`config.mk`:
```
export PLATFORM = sky130hd
export DESIGN_NAME = depth_backprojection_point_cloud_unit_flat
export DESIGN_NICKNAME = d
export VERILOG_FILES = /design/src/rtl/core/dbp_pkg.sv /design/src/rtl/core/dbp_chan_if.sv /design/src/rtl/core/depth_backprojection_point_cloud_unit.sv /design/src/rtl/core/dbp_ctrl.sv /design/src/rtl/core/dbp_dp.sv /design/src/flat_wrapper.sv
export SDC_FILE = /design/constraint.sdc
export NUM_CORES = 2
export LEC_CHECK = 0
export ABC_AREA = 1
export BUFFER_PORTS_ARGS = -buffer_cell sky130_fd_sc_hd__buf_2
export CELL_PAD_IN_SITES_DETAIL_PLACEMENT = 1
export CELL_PAD_IN_SITES_GLOBAL_PLACEMENT = 1
export CORE_MARGIN = 2
export CORE_UTILIZATION = 49
export CTS_CLUSTER_DIAMETER = 200
export DETAILED_ROUTE_END_ITERATION = 8
export MAX_ROUTING_LAYER = met4
export PLACE_DENSITY_LB_ADDON = 0.1
export SLEW_MARGIN = 25
export SYNTH_ARGS = -nofsm -noshare
export SYNTH_HDL_FRONTEND = slang
export SYNTH_SLANG_ARGS = --single-unit
```
`constraint.sdc`:
```
create_clock -name clock -period 16.4 [get_ports clock]
set_input_delay 3.28 -clock clock [delete_from_list [all_inputs] [get_ports clock]]
set_output_delay 3.28 -clock clock [all_outputs]
set_load 0.005 [all_outputs]
```
`src/rtl/core/dbp_pkg.sv`:
```
// Shared types, widths and codes for the depth back-projection unit.
`default_nettype none

package dbp_pkg;

   // Payload widths of the channels
   localparam int DEPTH_W    = 32;
   localparam int MASK_W     = 8;
   localparam int COLOR_W    = 8;
   localparam int COORD_OUT_W = 32;
   localparam int POINT_Z_W  = 31;

   // Configuration port
   localparam int CSR_IDX_W  = 3;
   localparam int CSR_DATA_W = 32;

   // Register widths
   localparam int WIDTH_REG_W = 11;
   localparam int STEP_REG_W  = 5;
   localparam int SCALE_W     = 24;
   localparam int CENTER_W    = 16;
   localparam int INV_W       = 32;

   // Datapath widths: pixel offset in Q14.4, its magnitude, multiplier and partial sums
   localparam int COORD_W  = 18;
   localparam int MAG_W    = 17;
   localparam int MUL_W    = 32;
   localparam int PROD_W   = 64;
   localparam int SCALED_W = 40;
   localparam int HI_W     = 56;
   localparam int LO_W     = 24;
   localparam int Q_W      = 45;

   // Pass threshold of the mask level
   localparam logic [MASK_W-1:0] MASK_THRESHOLD = 8'd128;

   // Saturation limits
   localparam logic [SCALED_W-1:0] DEPTH_LIMIT = 40'h00_7FFF_FFFF;
   localparam logic [Q_W-1:0]      Q_POS_LIMIT = 45'h0000_7FFF_FFFF;
   localparam logic [Q_W-1:0]      Q_NEG_LIMIT = 45'h0000_8000_0000;

   // Register indexes of the configuration port
   typedef enum logic [CSR_IDX_W-1:0] {
      REG_IMAGE_WIDTH  = 3'd0,
      REG_SAMPLE_STEP  = 3'd1,
      REG_DEPTH_SHIFT  = 3'd2,
      REG_DEPTH_GAIN   = 3'd3,
      REG_CENTER_X     = 3'd4,
      REG_CENTER_Y     = 3'd5,
      REG_INV_FX       = 3'd6,
      REG_INV_FY       = 3'd7
   } csr_reg_type;

   // Controller states
   typedef enum logic [3:0] {
      ST_IDLE,
      ST_SCALE,
      ST_DEPTH,
      ST_AX,
      ST_HX,
      ST_LX,
      ST_SX,
      ST_FX,
      ST_AY,
      ST_HY,
      ST_LY,
      ST_SY,
      ST_FY,
      ST_OUT
   } state_type;

   // Datapath operations
   typedef enum logic [3:0] {
      OP_NONE,
      OP_CAPTURE,
      OP_SCALE,
      OP_DEPTH,
      OP_AMUL,
      OP_HMUL,
      OP_LMUL,
      OP_QSUM,
      OP_SAT,
      OP_OUT
   } op_type;

   typedef struct packed {
      op_type op;
      logic   axis_y;
   } dp_cmd_type;

   typedef struct packed {
      logic keep;
      logic depth_zero;
   } dp_status_type;

   typedef struct packed {
      logic [WIDTH_REG_W-1:0] image_width;
      logic [STEP_REG_W-1:0]  sample_step;
      logic signed [DEPTH_W-1:0] depth_shift;
      logic [SCALE_W-1:0]     depth_gain;
      logic [CENTER_W-1:0]    center_x;
      logic [CENTER_W-1:0]    center_y;
      logic [INV_W-1:0]       inv_fx;
      logic [INV_W-1:0]       inv_fy;
   } cfg_type;

   typedef struct packed {
      logic signed [DEPTH_W-1:0] model_depth;
      logic [MASK_W-1:0]  mask_level;
      logic [COLOR_W-1:0] red_in;
      logic [COLOR_W-1:0] green_in;
      logic [COLOR_W-1:0] blue_in;
      logic               frame_start;
   } pixel_type;

   typedef struct packed {
      logic signed [COORD_OUT_W-1:0] point_x;
      logic signed [COORD_OUT_W-1:0] point_y;
      logic [POINT_Z_W-1:0] point_z;
      logic                 point_valid;
      logic [COLOR_W-1:0]   red_out;
      logic [COLOR_W-1:0]   green_out;
      logic [COLOR_W-1:0]   blue_out;
      logic                 row_last;
   } point_type;

endpackage

`default_nettype wire

```
`src/rtl/core/dbp_chan_if.sv`:
```
// Channel interfaces of the depth back-projection unit: pixels in, points out, registers.
`default_nettype none

interface dbp_req_if;
   import dbp_pkg::*;

   logic valid;
   logic ready;
   logic signed [DEPTH_W-1:0] model_depth;
   logic [MASK_W-1:0]  mask_level;
   logic [COLOR_W-1:0] red_in;
   logic [COLOR_W-1:0] green_in;
   logic [COLOR_W-1:0] blue_in;
   logic               frame_start;

   modport source (output valid, model_depth, mask_level, red_in, green_in, blue_in,
                   frame_start, input ready);
   modport sink   (input valid, model_depth, mask_level, red_in, green_in, blue_in,
                   frame_start, output ready);
endinterface

interface dbp_rsp_if;
   import dbp_pkg::*;

   logic valid;
   logic ready;
   logic signed [COORD_OUT_W-1:0] point_x;
   logic signed [COORD_OUT_W-1:0] point_y;
   logic [POINT_Z_W-1:0] point_z;
   logic                 point_valid;
   logic [COLOR_W-1:0]   red_out;
   logic [COLOR_W-1:0]   green_out;
   logic [COLOR_W-1:0]   blue_out;
   logic                 row_last;

   modport source (output valid, point_x, point_y, point_z, point_valid, red_out,
                   green_out, blue_out, row_last, input ready);
   modport sink   (input valid, point_x, point_y, point_z, point_valid, red_out,
                   green_out, blue_out, row_last, output ready);
endinterface

interface dbp_csr_if;
   import dbp_pkg::*;

   logic valid;
   logic ready;
   logic [CSR_IDX_W-1:0]  index;
   logic [CSR_DATA_W-1:0] data;

   modport source (output valid, index, data, input ready);
   modport sink   (input valid, index, data, output ready);
endinterface

`default_nettype wire

```
`src/rtl/core/depth_backprojection_point_cloud_unit.sv`:
```
// A kept pixel is captured in IDLE, its depth scaled in SCALE and DEPTH, x projected in AX to
// FX and y in AY to FY, and the point loaded in OUT; a zero depth goes from AX to OUT, and a
// dropped pixel gives no result. One pixel at a time: the next beat is taken the cycle after
// the result is loaded, OUT waits while the result register is full, and the pace is set by
// the seven passes through the shared 32x32 multiplier. Synchronous active-high reset clears
// the counters, the sequencer, the result valid and returns the registers to their defaults.
`default_nettype none

module depth_backprojection_point_cloud_unit #(
   parameter int MAX_WIDTH  = 1024,
   parameter int MAX_HEIGHT = 1024,
   parameter int MAX_STEP   = 16
) (
   input logic        clock,
   input logic        reset,
   dbp_req_if.sink    req_bus,
   dbp_rsp_if.source  rsp_bus,
   dbp_csr_if.sink    csr_bus
);
   import dbp_pkg::*;

   cfg_type       cfg_ff;
   pixel_type     pixel;
   point_type     point;
   dp_cmd_type    cmd;
   dp_status_type status;
   logic          req_ready;
   logic          rsp_valid;

   // Register file; writes are always taken
   assign csr_bus.ready = 1'b1;

   always_ff @(posedge clock) begin
      if (reset) begin
         cfg_ff.image_width  <= 11'd1024;
         cfg_ff.sample_step  <= 5'd1;
         cfg_ff.depth_shift  <= '0;
         cfg_ff.depth_gain   <= '0;
         cfg_ff.center_x     <= '0;
         cfg_ff.center_y     <= '0;
         cfg_ff.inv_fx       <= '0;
         cfg_ff.inv_fy       <= '0;
      end else if (csr_bus.valid) begin
         case (csr_reg_type'(csr_bus.index))
            REG_IMAGE_WIDTH:  cfg_ff.image_width  <= csr_bus.data[WIDTH_REG_W-1:0];
            REG_SAMPLE_STEP:  cfg_ff.sample_step  <= csr_bus.data[STEP_REG_W-1:0];
            REG_DEPTH_SHIFT:  cfg_ff.depth_shift  <= $signed(csr_bus.data);
            REG_DEPTH_GAIN:   cfg_ff.depth_gain   <= csr_bus.data[SCALE_W-1:0];
            REG_CENTER_X:     cfg_ff.center_x     <= csr_bus.data[CENTER_W-1:0];
            REG_CENTER_Y:     cfg_ff.center_y     <= csr_bus.data[CENTER_W-1:0];
            REG_INV_FX:       cfg_ff.inv_fx       <= csr_bus.data[INV_W-1:0];
            REG_INV_FY:       cfg_ff.inv_fy       <= csr_bus.data[INV_W-1:0];
            default: begin
            end
         endcase
      end
   end

   // Pixel beat into the datapath
   assign pixel.model_depth = req_bus.model_depth;
   assign pixel.mask_level  = req_bus.mask_level;
   assign pixel.red_in      = req_bus.red_in;
   assign pixel.green_in    = req_bus.green_in;
   assign pixel.blue_in     = req_bus.blue_in;
   assign pixel.frame_start = req_bus.frame_start;

   dbp_ctrl u_ctrl (
      .clock     (clock),
      .reset     (reset),
      .req_valid (req_bus.valid),
      .req_ready (req_ready),
      .rsp_valid (rsp_valid),
      .rsp_ready (rsp_bus.ready),
      .status    (status),
      .cmd       (cmd)
   );

   dbp_dp #(
      .MAX_WIDTH  (MAX_WIDTH),
      .MAX_HEIGHT (MAX_HEIGHT),
      .MAX_STEP   (MAX_STEP)
   ) u_dp (
      .clock  (clock),
      .reset  (reset),
      .cfg    (cfg_ff),
      .pixel  (pixel),
      .cmd    (cmd),
      .status (status),
      .point  (point)
   );

   // Point beat out of the result register
   assign req_bus.ready       = req_ready;
   assign rsp_bus.valid       = rsp_valid;
   assign rsp_bus.point_x     = point.point_x;
   assign rsp_bus.point_y     = point.point_y;
   assign rsp_bus.point_z     = point.point_z;
   assign rsp_bus.point_valid = point.point_valid;
   assign rsp_bus.red_out     = point.red_out;
   assign rsp_bus.green_out   = point.green_out;
   assign rsp_bus.blue_out    = point.blue_out;
   assign rsp_bus.row_last    = point.row_last;

endmodule

`default_nettype wire

```
`src/rtl/core/dbp_ctrl.sv`:
```
// Sequencer of the depth back-projection unit: steps the datapath through one pixel.
`default_nettype none

module dbp_ctrl (
   input  logic                   clock,
   input  logic                   reset,
   input  logic                   req_valid,
   output logic                   req_ready,
   output logic                   rsp_valid,
   input  logic                   rsp_ready,
   input  dbp_pkg::dp_status_type status,
   output dbp_pkg::dp_cmd_type    cmd
);
   import dbp_pkg::*;

   state_type state_ff;
   state_type state_in;
   logic      out_valid_ff;
   logic      out_valid_in;
   logic      out_free;

   // The result register can take a new point when empty or being drained this cycle
   assign out_free = !out_valid_ff || rsp_ready;

   // Next state
   always_comb begin
      state_in = state_ff;
      case (state_ff)
         ST_IDLE: begin
            if (req_valid && status.keep) state_in = ST_SCALE;
         end
         ST_SCALE: state_in = ST_DEPTH;
         ST_DEPTH: state_in = ST_AX;
         ST_AX: begin
            state_in = status.depth_zero ? ST_OUT : ST_HX;
         end
         ST_HX:  state_in = ST_LX;
         ST_LX:  state_in = ST_SX;
         ST_SX:  state_in = ST_FX;
         ST_FX:  state_in = ST_AY;
         ST_AY:  state_in = ST_HY;
         ST_HY:  state_in = ST_LY;
         ST_LY:  state_in = ST_SY;
         ST_SY:  state_in = ST_FY;
         ST_FY:  state_in = ST_OUT;
         ST_OUT: begin
            if (out_free) state_in = ST_IDLE;
         end
         default: state_in = ST_IDLE;
      endcase
   end

   // Commands to the datapath and handshake outputs
   always_comb begin
      cmd.op     = OP_NONE;
      cmd.axis_y = 1'b0;
      req_ready  = 1'b0;
      case (state_ff)
         ST_IDLE: begin
            req_ready = 1'b1;
            if (req_valid) cmd.op = OP_CAPTURE;
         end
         ST_SCALE: cmd.op = OP_SCALE;
         ST_DEPTH: cmd.op = OP_DEPTH;
         ST_AX: begin
            if (!status.depth_zero) cmd.op = OP_AMUL;
         end
         ST_HX: cmd.op = OP_HMUL;
         ST_LX: cmd.op = OP_LMUL;
         ST_SX: cmd.op = OP_QSUM;
         ST_FX: cmd.op = OP_SAT;
         ST_AY: begin
            cmd.op     = OP_AMUL;
            cmd.axis_y = 1'b1;
         end
         ST_HY: begin
            cmd.op     = OP_HMUL;
            cmd.axis_y = 1'b1;
         end
         ST_LY: begin
            cmd.op     = OP_LMUL;
            cmd.axis_y = 1'b1;
         end
         ST_SY: begin
            cmd.op     = OP_QSUM;
            cmd.axis_y = 1'b1;
         end
         ST_FY: begin
            cmd.op     = OP_SAT;
            cmd.axis_y = 1'b1;
         end
         ST_OUT: begin
            if (out_free) cmd.op = OP_OUT;
         end
         default: cmd.op = OP_NONE;
      endcase
   end

   // Result valid: set when a point is loaded, cleared when the beat is taken
   always_comb begin
      if (cmd.op == OP_OUT) begin
         out_valid_in = 1'b1;
      end else if (rsp_ready) begin
         out_valid_in = 1'b0;
      end else begin
         out_valid_in = out_valid_ff;
      end
   end

   always_ff @(posedge clock) begin
      if (reset) begin
         state_ff     <= ST_IDLE;
         out_valid_ff <= 1'b0;
      end else begin
         state_ff     <= state_in;
         out_valid_ff <= out_valid_in;
      end
   end

   assign rsp_valid = out_valid_ff;

endmodule

`default_nettype wire

```
`src/rtl/core/dbp_dp.sv`:
```
// Datapath of the depth back-projection unit: counters, depth, shared multiplier, result.
`default_nettype none

module dbp_dp #(
   parameter int MAX_WIDTH  = 1024,
   parameter int MAX_HEIGHT = 1024,
   parameter int MAX_STEP   = 16
) (
   input  logic                   clock,
   input  logic                   reset,
   input  dbp_pkg::cfg_type       cfg,
   input  dbp_pkg::pixel_type     pixel,
   input  dbp_pkg::dp_cmd_type    cmd,
   output dbp_pkg::dp_status_type status,
   output dbp_pkg::point_type     point
);
   import dbp_pkg::*;

   localparam int CW = $clog2(MAX_WIDTH);
   localparam int RW = $clog2(MAX_HEIGHT);
   localparam int PW = (MAX_STEP > 1) ? $clog2(MAX_STEP) : 1;
   localparam int WW = $clog2(MAX_WIDTH + 1);
   localparam int SW = $clog2(MAX_STEP + 1);

   // Raster counters
   logic [CW-1:0] col_ff, col_in, cur_col;
   logic [RW-1:0] row_ff, row_in, cur_row;
   logic [PW-1:0] cph_ff, cph_in, cur_cph;
   logic [PW-1:0] rph_ff, rph_in, cur_rph;
   logic [WW-1:0] eff_w;
   logic [SW-1:0] eff_step;

   // Captured pixel
   logic [CW-1:0]      col_cap_ff;
   logic [RW-1:0]      row_cap_ff;
   logic               row_last_ff;
   logic [COLOR_W-1:0] red_ff, green_ff, blue_ff;
   logic [DEPTH_W-1:0] sum_ff;
   logic signed [DEPTH_W:0] shifted;
   logic               depth_pass;

   // Arithmetic
   logic [POINT_Z_W-1:0] depth_ff;
   logic [SCALED_W-1:0]  depth_sel;
   logic [MUL_W-1:0]     mul_a, mul_b;
   logic [PROD_W-1:0]    prod, prod_ff;
   logic [LO_W-1:0]      alo_ff;
   logic [HI_W-1:0]      hi_ff;
   logic [HI_W-1:0]      low_sum;
   logic [Q_W-1:0]       q_ff;
   logic [COORD_OUT_W-1:0] sat_val, sat_mag;
   logic signed [COORD_OUT_W-1:0] x_ff, y_ff;
   logic signed [COORD_W-1:0] dx, dy, d_sel;
   logic [MAG_W-1:0]     mag;
   logic                 neg_sel;
   point_type            point_ff;

   // Width and step as used: zero acts as one, large values clamp to the maximum
   always_comb begin
      if (cfg.image_width == '0) begin
         eff_w = WW'(1);
      end else if (32'(cfg.image_width) > MAX_WIDTH) begin
         eff_w = WW'(MAX_WIDTH);
      end else begin
         eff_w = WW'(cfg.image_width);
      end
      if (cfg.sample_step == '0) begin
         eff_step = SW'(1);
      end else if (32'(cfg.sample_step) > MAX_STEP) begin
         eff_step = SW'(MAX_STEP);
      end else begin
         eff_step = SW'(cfg.sample_step);
      end
   end

   // A frame start clears the counters before this pixel is placed
   assign cur_col = pixel.frame_start ? '0 : col_ff;
   assign cur_row = pixel.frame_start ? '0 : row_ff;
   assign cur_cph = pixel.frame_start ? '0 : cph_ff;
   assign cur_rph = pixel.frame_start ? '0 : rph_ff;

   assign status.keep       = (cur_cph == '0) && (cur_rph == '0);
   assign status.depth_zero = (depth_ff == '0);

   // Counter advance
   always_comb begin
      col_in = cur_col;
      row_in = cur_row;
      cph_in = cur_cph;
      rph_in = cur_rph;
      if (32'(cur_col) + 32'd1 >= 32'(eff_w)) begin
         col_in = '0;
         cph_in = '0;
         if (32'(cur_row) + 32'd1 >= MAX_HEIGHT) begin
            row_in = '0;
            rph_in = '0;
         end else begin
            row_in = cur_row + 1'b1;
            rph_in = (32'(cur_rph) + 32'd1 >= 32'(eff_step)) ? '0 : cur_rph + 1'b1;
         end
      end else begin
         col_in = cur_col + 1'b1;
         cph_in = (32'(cur_cph) + 32'd1 >= 32'(eff_step)) ? '0 : cur_cph + 1'b1;
      end
   end

   always_ff @(posedge clock) begin
      if (reset) begin
         col_ff <= '0;
         row_ff <= '0;
         cph_ff <= '0;
         rph_ff <= '0;
      end else if (cmd.op == OP_CAPTURE) begin
         col_ff <= col_in;
         row_ff <= row_in;
         cph_ff <= cph_in;
         rph_ff <= rph_in;
      end
   end

   // Masked and shifted depth, clamped at zero
   assign shifted    = {pixel.model_depth[DEPTH_W-1], pixel.model_depth} +
                       {cfg.depth_shift[DEPTH_W-1], cfg.depth_shift};
   assign depth_pass = (pixel.mask_level > MASK_THRESHOLD) && !shifted[DEPTH_W] &&
                       (shifted[DEPTH_W-1:0] != '0);

   always_ff @(posedge clock) begin
      if (cmd.op == OP_CAPTURE) begin
         col_cap_ff  <= cur_col;
         row_cap_ff  <= cur_row;
         row_last_ff <= (32'(cur_col) + 32'(eff_step) >= 32'(eff_w));
         red_ff      <= pixel.red_in;
         green_ff    <= pixel.green_in;
         blue_ff     <= pixel.blue_in;
         sum_ff      <= depth_pass ? shifted[DEPTH_W-1:0] : '0;
      end
   end

   // Offsets from the principal point in Q14.4 and their magnitude
   assign dx = $signed({{(COORD_W-CW-4){1'b0}}, col_cap_ff, 4'b0000}) -
               $signed({{(COORD_W-CENTER_W){1'b0}}, cfg.center_x});
   assign dy = $signed({{(COORD_W-RW-4){1'b0}}, row_cap_ff, 4'b0000}) -
               $signed({{(COORD_W-CENTER_W){1'b0}}, cfg.center_y});
   assign d_sel   = cmd.axis_y ? dy : dx;
   assign neg_sel = d_sel[COORD_W-1];
   assign mag     = neg_sel ? MAG_W'(-d_sel) : MAG_W'(d_sel);

   // Shared multiplier operand selection
   always_comb begin
      mul_a = '0;
      mul_b = '0;
      case (cmd.op)
         OP_SCALE: begin
            mul_a = sum_ff;
            mul_b = MUL_W'(cfg.depth_gain);
         end
         OP_AMUL: begin
            mul_a = MUL_W'(mag);
            mul_b = cmd.axis_y ? cfg.inv_fy : cfg.inv_fx;
         end
         OP_HMUL: begin
            mul_a = MUL_W'(prod_ff[HI_W-LO_W+LO_W-8:LO_W]);
            mul_b = MUL_W'(depth_ff);
         end
         OP_LMUL: begin
            mul_a = MUL_W'(alo_ff);
            mul_b = MUL_W'(depth_ff);
         end
         default: begin
            mul_a = '0;
            mul_b = '0;
         end
      endcase
   end

   assign prod = mul_a * mul_b;

   // Scaled depth selection, saturated when the depth is registered
   always_comb begin
      if (cfg.depth_gain != '0) begin
         depth_sel = prod_ff[SCALED_W+15:16];
      end else begin
         depth_sel = SCALED_W'(sum_ff);
      end
   end

   // Low partial product merged with the low bits of the high partial product
   assign low_sum = HI_W'({hi_ff[11:0], 24'h000000}) + HI_W'(prod_ff[HI_W-2:0]);

   // Saturation and sign of one projected coordinate
   always_comb begin
      if (neg_sel) begin
         sat_mag = (q_ff > Q_NEG_LIMIT) ? Q_NEG_LIMIT[COORD_OUT_W-1:0] : q_ff[COORD_OUT_W-1:0];
         sat_val = '0 - sat_mag;
      end else begin
         sat_mag = '0;
         sat_val = (q_ff > Q_POS_LIMIT) ? Q_POS_LIMIT[COORD_OUT_W-1:0] : q_ff[COORD_OUT_W-1:0];
      end
   end

   // Arithmetic registers
   always_ff @(posedge clock) begin
      case (cmd.op)
         OP_SCALE: prod_ff <= prod;
         OP_DEPTH: begin
            depth_ff <= (depth_sel > DEPTH_LIMIT) ? DEPTH_LIMIT[POINT_Z_W-1:0]
                                                  : depth_sel[POINT_Z_W-1:0];
         end
         OP_AMUL: prod_ff <= prod;
         OP_HMUL: begin
            prod_ff <= prod;
            alo_ff  <= prod_ff[LO_W-1:0];
         end
         OP_LMUL: begin
            prod_ff <= prod;
            hi_ff   <= prod_ff[HI_W-1:0];
         end
         OP_QSUM: q_ff <= Q_W'(hi_ff[HI_W-1:12]) + Q_W'(low_sum[HI_W-1:36]);
         OP_SAT: begin
            if (cmd.axis_y) begin
               y_ff <= $signed(sat_val);
            end else begin
               x_ff <= $signed(sat_val);
            end
         end
         default: begin
         end
      endcase
   end

   // Result register
   always_ff @(posedge clock) begin
      if (cmd.op == OP_OUT) begin
         point_ff.row_last <= row_last_ff;
         if (depth_ff == '0) begin
            point_ff.point_x     <= '0;
            point_ff.point_y     <= '0;
            point_ff.point_z     <= '0;
            point_ff.point_valid <= 1'b0;
            point_ff.red_out     <= '0;
            point_ff.green_out   <= '0;
            point_ff.blue_out    <= '0;
         end else begin
            point_ff.point_x     <= x_ff;
            point_ff.point_y     <= y_ff;
            point_ff.point_z     <= depth_ff;
            point_ff.point_valid <= 1'b1;
            point_ff.red_out     <= red_ff;
            point_ff.green_out   <= green_ff;
            point_ff.blue_out    <= blue_ff;
         end
      end
   end

   assign point = point_ff;

endmodule

`default_nettype wire

```
`src/flat_wrapper.sv`:
```
// flat-port wrapper written by rule: the top's interface ports become plain ports
module depth_backprojection_point_cloud_unit_flat import dbp_pkg::*;
#(
   parameter int MAX_WIDTH  = 1024,
   parameter int MAX_HEIGHT = 1024,
   parameter int MAX_STEP   = 16
)
  (clock, reset, req_bus_valid, req_bus_model_depth, req_bus_mask_level, req_bus_red_in, req_bus_green_in, req_bus_blue_in, req_bus_frame_start, req_bus_ready, rsp_bus_valid, rsp_bus_point_x, rsp_bus_point_y, rsp_bus_point_z, rsp_bus_point_valid, rsp_bus_red_out, rsp_bus_green_out, rsp_bus_blue_out, rsp_bus_row_last, rsp_bus_ready, csr_bus_valid, csr_bus_index, csr_bus_data, csr_bus_ready);
  dbp_req_if req_bus_i ();
  dbp_rsp_if rsp_bus_i ();
  dbp_csr_if csr_bus_i ();
  input logic clock;
  input logic reset;
  input wire logic [$bits(req_bus_i.valid)-1:0] req_bus_valid;
  input wire logic [$bits(req_bus_i.model_depth)-1:0] req_bus_model_depth;
  input wire logic [$bits(req_bus_i.mask_level)-1:0] req_bus_mask_level;
  input wire logic [$bits(req_bus_i.red_in)-1:0] req_bus_red_in;
  input wire logic [$bits(req_bus_i.green_in)-1:0] req_bus_green_in;
  input wire logic [$bits(req_bus_i.blue_in)-1:0] req_bus_blue_in;
  input wire logic [$bits(req_bus_i.frame_start)-1:0] req_bus_frame_start;
  output wire logic [$bits(req_bus_i.ready)-1:0] req_bus_ready;
  output wire logic [$bits(rsp_bus_i.valid)-1:0] rsp_bus_valid;
  output wire logic [$bits(rsp_bus_i.point_x)-1:0] rsp_bus_point_x;
  output wire logic [$bits(rsp_bus_i.point_y)-1:0] rsp_bus_point_y;
  output wire logic [$bits(rsp_bus_i.point_z)-1:0] rsp_bus_point_z;
  output wire logic [$bits(rsp_bus_i.point_valid)-1:0] rsp_bus_point_valid;
  output wire logic [$bits(rsp_bus_i.red_out)-1:0] rsp_bus_red_out;
  output wire logic [$bits(rsp_bus_i.green_out)-1:0] rsp_bus_green_out;
  output wire logic [$bits(rsp_bus_i.blue_out)-1:0] rsp_bus_blue_out;
  output wire logic [$bits(rsp_bus_i.row_last)-1:0] rsp_bus_row_last;
  input wire logic [$bits(rsp_bus_i.ready)-1:0] rsp_bus_ready;
  input wire logic [$bits(csr_bus_i.valid)-1:0] csr_bus_valid;
  input wire logic [$bits(csr_bus_i.index)-1:0] csr_bus_index;
  input wire logic [$bits(csr_bus_i.data)-1:0] csr_bus_data;
  output wire logic [$bits(csr_bus_i.ready)-1:0] csr_bus_ready;
  assign req_bus_i.valid = req_bus_valid;
  assign req_bus_i.model_depth = req_bus_model_depth;
  assign req_bus_i.mask_level = req_bus_mask_level;
  assign req_bus_i.red_in = req_bus_red_in;
  assign req_bus_i.green_in = req_bus_green_in;
  assign req_bus_i.blue_in = req_bus_blue_in;
  assign req_bus_i.frame_start = req_bus_frame_start;
  assign req_bus_ready = req_bus_i.ready;
  assign rsp_bus_valid = rsp_bus_i.valid;
  assign rsp_bus_point_x = rsp_bus_i.point_x;
  assign rsp_bus_point_y = rsp_bus_i.point_y;
  assign rsp_bus_point_z = rsp_bus_i.point_z;
  assign rsp_bus_point_valid = rsp_bus_i.point_valid;
  assign rsp_bus_red_out = rsp_bus_i.red_out;
  assign rsp_bus_green_out = rsp_bus_i.green_out;
  assign rsp_bus_blue_out = rsp_bus_i.blue_out;
  assign rsp_bus_row_last = rsp_bus_i.row_last;
  assign rsp_bus_i.ready = rsp_bus_ready;
  assign csr_bus_i.valid = csr_bus_valid;
  assign csr_bus_i.index = csr_bus_index;
  assign csr_bus_i.data = csr_bus_data;
  assign csr_bus_ready = csr_bus_i.ready;
  depth_backprojection_point_cloud_unit #(.MAX_WIDTH(MAX_WIDTH), .MAX_HEIGHT(MAX_HEIGHT), .MAX_STEP(MAX_STEP)) u_core (.clock(clock), .reset(reset), .req_bus(req_bus_i), .rsp_bus(rsp_bus_i), .csr_bus(csr_bus_i));
endmodule
```
Yosys cells after proc, flatten, opt, wreduce, memory -nomap -nowiden
Index checks and enable logic that the tools add are counted.

cells by class
  add/subtract/negate cells = 16
  order comparisons = 11
  shifts and indexed selects = 0
  reductions and logical operators = 35
  div/mod/pow operators = 0
  equal/unequal tests = 31
  bitwise operators = 1
  multipliers = 1
  mux-type cells = 38

operators with widths
  operator                                                                count
  32-bit 2-to-1 mux                                                       4
  32-bit one-hot mux with 4 select lines                                  1
  32-bit one-hot mux with 3 select lines                                  1
  36-bit by 55-bit adder with 56-bit output                               1
  32-bit by 32-bit multiplier with 56-bit output                          1
  4-bit one-hot mux with 14 select lines                                  1
  10-bit 2-to-1 mux                                                       5
  44-bit by 20-bit adder with 45-bit output                               1
  45-bit by 31-bit > comparator with 1-bit output, second input constant  1
  45-bit by 32-bit > comparator with 1-bit output, second input constant  1
  4-bit 2-to-1 mux                                                        11
  40-bit by 31-bit > comparator with 1-bit output, second input constant  1
  40-bit 2-to-1 mux                                                       1
  4-bit one-hot mux with 10 select lines                                  1
  14-bit by 16-bit subtractor with 17-bit output                          2
  32-bit by 32-bit adder with 33-bit output                               1
  4-bit by 3-bit == test with 1-bit output, second input constant         8
  4-bit == test, second input constant                                    8
  32-bit nonzero test                                                     1
  1-bit by 32-bit subtractor with 32-bit output, first input constant     1
  31-bit logical NOT                                                      1
  25-bit 2-to-1 mux                                                       1
  24-bit nonzero test                                                     1
  10-bit by 1-bit adder with 11-bit output, second input constant         2
  36 further kinds                                                        76

storage, ports and cells
  bits in latches = 0
  memories kept = 0
  bits of input ports = 105
  register bits after elaboration = 675
  bits in read-only memories = 0
  word-level logic and storage cells = 169
  memory bits (writable) = 0
  output and inout bits = 124

Logic depth before layout (Yosys ltp)
  depth after elaboration = 8
  mapped depth = 50
  gate-level depth less buffers = 49

Hierarchy
A second synthesis with hierarchy kept.

unflattened totals
  cell total of the unflattened synthesis = 8047
  area total of the unflattened synthesis = 66904.2 sq um

modules (own cells, without submodules)
  module                                 cells each  instances  area each (sq um)  seq. area each (sq um)
  dbp_dp                                 7021        1          59804.9            14794.2
  depth_backprojection_point_cloud_unit  959         1          6702.7             3363.2
  dbp_ctrl                               67          1          396.6              100.1

Worst setup path after synthesis
No wires, ideal clock.

  path kind = in2reg
  start = input rsp_bus_ready
  end = register u_core.u_dp.prod_ff[48], data pin
  data required time = 16.141 ns
  library setup time = 0.259 ns
  data arrival time = 13.882 ns
  stages on the path = 38
  path buffers = 3
  slack = 2.259 ns
  path through = inv_1 a21oi_2 a2111oi_4 nand2_4 inv_2 buf_6 buf_6 o211ai_1 nand2_1 inv_2 buf_2 nor2_1 fa_1 fa_1 fa_1 inv_1 fa_1 inv_1 [... 2 more ...] fa_1 inv_1 fa_1 inv_1 fa_1 inv_1 ha_1 nand2_1 nor2_1 inv_1 nor4_1 a21oi_1 o21ai_0 nand2_1 nand2_1 nand4_1 nand2_1 xor2_1

between the ends
  longest elaborated chain between the ends = 7
  elaborated cells on any way between the ends = 11

RTL lines
  item                                              line                source
  from (decl)                                       flat_wrapper.sv:31  input wire logic [$bits(rsp_bus_i.ready)-1:0] rsp_bus_ready;
  1-bit logical OR *                                dbp_ctrl.sv:23      assign out_free = !out_valid_ff || rsp_ready;
  4-bit 2-to-1 mux *                                dbp_ctrl.sv:93      if (out_free) cmd.op = OP_OUT;
  4-bit one-hot mux with 10 select lines *          dbp_ctrl.sv:58      case (state_ff)
  4-bit by 3-bit == test with 1-bit output          dbp_dp.sv:152       case (cmd.op)
  2-bit OR reduction (no line)                      -
  32-bit one-hot mux with 3 select lines            dbp_dp.sv:152
  32-bit by 32-bit multiplier with 56-bit output *  dbp_dp.sv:176       assign prod = mul_a * mul_b;
  net u_core.u_dp.prod[48]                          dbp_dp.sv:46        logic [PROD_W-1:0] prod, prod_ff;
  to (signal assigned)                              dbp_dp.sv:204       OP_SCALE: prod_ff <= prod;
  to (signal assigned)                              dbp_dp.sv:209       OP_AMUL: prod_ff <= prod;
  to (signal assigned)                              dbp_dp.sv:211       prod_ff <= prod;
  to (decl)                                         dbp_dp.sv:46

The timed path passes the listed nets; every way through them passes the cells marked *.
A chain may end at the register's enable or synchronous reset.

Final worst setup path
  start = input req_bus_valid
  end = register u_core.u_dp.prod_ff[53], data pin

between the ends
  longest elaborated chain between the ends = 6
  elaborated cells on any way between the ends = 10

RTL lines
  item                                              line                source
  from (decl)                                       flat_wrapper.sv:14  input wire logic [$bits(req_bus_i.valid)-1:0] req_bus_valid;
  1-bit 2-to-1 mux *                                dbp_ctrl.sv:61      if (req_valid) cmd.op = OP_CAPTURE;
  4-bit one-hot mux with 10 select lines *          dbp_ctrl.sv:58
  4-bit by 3-bit == test with 1-bit output          dbp_dp.sv:152
  2-bit OR reduction (no line)                      -
  32-bit one-hot mux with 3 select lines            dbp_dp.sv:152
  32-bit by 32-bit multiplier with 56-bit output *  dbp_dp.sv:176
  net u_core.u_dp.prod[53]                          dbp_dp.sv:46

Marks and branches as above.

==> impl_metrics.yaml <==
run_status:
  run_status: "finished clean"
worst_setup_path:
  rr_worst_depth: 40
  crit_type: "input pin to flip-flop"
  slowest_stage: "inv_2"
  critPathMaxStageDelay_ns: 0.77
  cp_max_fo: 42
  r2r-end: "u_core.u_dp.prod_ff[53]"
  rrSetupSlack_ns: 4.64
  cp.required_ns: 16.80
  crit_top_cell: "fa_1"
  critPathArrivalTime_ns: 13.54
  worstSetupStartpointType: "input pin"
  rr_startpoint: "u_core.u_ctrl.state_ff[2]"
  end_kind: "flip-flop"
yosys:
  ys_types: 64
  synth-edff-count: 474
  ys_warn_count: 0
  syn_area_mm2: 0.0661
  async_reset_ff_share_pct: 0
  ys.flop_type: "edfxtp_1"
  synth.avg_cell_area_um2: 8.43
  syn_inst: 7842
  ys_ff_latch: 675
  ys_seq_area_share_pct: 27.6
placed_design:
  gp_congestion: 0.998
  io_buffers: 227
  hpwlAfterDp_um: 193000
  dpl_cell_area_mm2: 0.0690
route:
  drcViolationCount: 0
  dr_total_vias: 55500
  firstDrtPassIters: 5
  avgViaCountPerCell: 5.68
  drt.antenna.violating_nets: 0
  wirelength_um: 251000
  drt_iter0_drc: 5264
  wl_per_cell_um: 25.7
clock_tree:
  hold_buffers: 0
  htree_num_levels: 3
  clk_path_buf_depth: 3
  ctsRootBufferMaster: "clkbuf_16"
  numCtsBuffers: 72
  ctsResizeCount: 0
  cts_setup_buffers: 0
  clkTransAtPathRegs_ns: 0.06
  cts_tree: "built"
  cts.sinks: 675
  clkLatencyLatePin_ns: 0.67
layout:
  syn2layout_area_growth_pct: 7.88
  postLayoutCellArea_mm2: 0.0713
  seqCellArea_mm2: 0.0183
  drive_gt1_share_pct: 7.10
  layout_common_cells: "1667 x inv_1, 1559 x nand2_1, 873 x fa_1"
  multi_input_area_mm2: 0.0402
  final_common_cell: "inv_1"
  nFillCells: 16000
  fin_nets: 9265
grt:
  grt_pass1_vias: 58400
  grt_overflow: 0
  grt_use_total_pct: 37.9
  antenna_found_initial: 37
  grt_max_degree: 116
  grt_first_pass_wirelength_um: 374000
sta:
  finClkSkew_ns: 0.0347
  rsz0062_at_grt: "false"
  setup_tns_ns: 0
  fin_crit_sh_pct: 80.1
  worst_pin_slew_ns: 1.11
  drv_slew: 0
  max_freq_mhz: 76.1
  period_needed_ns: 13.14
  setup_violations: 0
  final-hold-violation-count: 0
  relSlewSlack_pct: 26.0
power:
  peakVddDrop_mv: 0.0752
  p_per_area_mw_per_mm2: 76.5
  power.total_mw: 5.46
  p_leak_nw: 34.6
die:
  ioPinCount: 229
  fp.dieW_um: 371
  die_h_um: 371
  coreArea_mm2: 0.134
  dieArea_mm2: 0.138
  rows: 134
  start_util_pct: 49.5
worst_hold_path:
  min-delay-start: "u_core.u_dp.row_last_ff"
  min_to: "u_core.u_dp.point[0]"
  hold_depth: 0
  hp-class: "flip-flop to flip-flop"
run:
  drv_cap: 0
registers in the layout, summed over array words and instances (netlist names):
register / flops
u_core.u_dp.blue_ff: 8
u_core.u_dp.alo_ff: 24
u_core.u_dp.col_cap_ff: 10
u_core.u_dp.col_ff: 10
u_core.u_dp.q_ff: 45
u_core.u_dp.x_ff: 32
u_core.u_dp.point: 121
u_core.u_dp.row_ff: 10
u_core.u_dp.prod_ff: 56
u_core.u_ctrl.state_ff: 4
u_core.u_dp.cph_ff: 4
u_core.u_dp.red_ff: 8
u_core.u_dp.row_cap_ff: 10
u_core.u_dp.rph_ff: 4
u_core.u_dp.row_last_ff: 1
u_core.u_dp.sum_ff: 32
u_core.u_dp.y_ff: 32
u_core.cfg_ff: 168
u_core.u_dp.green_ff: 8
u_core.u_dp.depth_ff: 31
u_core.u_dp.hi_ff: 56
u_core.u_ctrl.rsp_valid: 1
worst max path at each step:
stage	cells past startpoint	slack, ns	to	from
2_1_floorplan	38	2.26	u_core.u_dp.prod_ff[48]	rsp_bus_ready
3_3_place_gp	37	2.95	u_core.u_dp.prod_ff[53]	req_bus_valid
3_5_place_dp	36	2.83	u_core.u_dp.prod_ff[53]	req_bus_valid
4_1_cts	36	3.49	u_core.u_dp.prod_ff[53]	req_bus_valid
5_1_grt	35	2.90	u_core.u_dp.prod_ff[48]	req_bus_valid
6_report	37	3.26	u_core.u_dp.prod_ff[53]	req_bus_valid
power breakdown:
part / internal, mW / total (mW) / switching (mW) / leakage, nW
Combinational: 0.467 / 1.70 / 1.23 / 27.5
Clock: 0.898 / 1.63 / 0.730 / 1.10
Sequential: 1.98 / 2.13 / 0.152 / 5.95
metal layers:
layer	vias up	global-route usage, %	wire [um]
li1	24300	-	-
met1	28300	50.4	104000
met2	2369	57.8	114000
met3	545	7.30	22500
met4	0	13.6	10500
met5	-	-	0
kinds of logic (layout without fill, tap and decap cells):
logic type      after synthesis  after routing  share of synthesized area (%)
buf+inv                    2040           2167                           12.0
mux                           2              2                         0.0303
simple gates               2838           2838                           17.4
xor+xnor                    155            155                           2.05
other cells                   2             40                         0.0114
fa+ha+maj                  1215           1215                           32.9
compound gates              915            915                           8.02
flops                       675            675                           27.6
worst max-delay path, delay by kind of cell:
family                     cells  cell delay [ns]
and+or+nand+nor               10             1.79
buffers and inverters         10             2.11
adders and majority gates      9             4.31
AOI/OAI and AO/OA              8             1.98
synthesized netlist by cell type (11+ instances only):
library cell     n  area, um^2
ha_1           342        4280
nand3_1        197         986
nand2_2         17         106
clkbuf_1       175         657
a22oi_1         15         113
nand4_1         68         425
inv_1         1671        6270
nor3_1          44         220
a21oi_2         12         105
a21boi_0        16         120
and2_1          24         150
xor2_1          98         858
o211ai_1        39         293
a31oi_1         26         163
xnor2_1         57         499
a221oi_1        11        96.3
fa_1           873       17500
buf_2          124         621
o41ai_1         27         236
nand3b_1        14         105
o21ai_0        333        1670
a21oi_1        348        1740
o21a_1          14         105
edfxtp_1       474       14200
inv_2           40         150
or2_2           11        68.8
nand2_1       1562        5860
nor4_1          27         169
a21o_1          14         105
nor2_1         846        3180
dfxtp_1        201        4020
buf_6           11         124
stage by stage:
stage,util (%),hold slack [ns],std cells,setup slack (ns)
2_1_floorplan,-,0.400,7869,2.26
3_3_place_gp,51.6,0.406,9636,2.95
3_5_place_dp,51.6,0.422,9636,2.83
4_1_cts,53.3,0.436,9761,3.49
5_1_grt,53.4,0.445,9773,2.90
6_report,53.4,0.443,9775,3.26
final cells by class:
class | instances | area share, %
clock inverter | 39 | 0.505
timing repair buffer | 323 | 2.70
antenna | 11 | 0.0386
clock buffer | 86 | 2.67
inverter | 1719 | 9.05
multi-input combinational | 5154 | 56.3
sequential | 675 | 25.6
tap | 1768 | 3.10
Power figures use the tool's default switching activity.
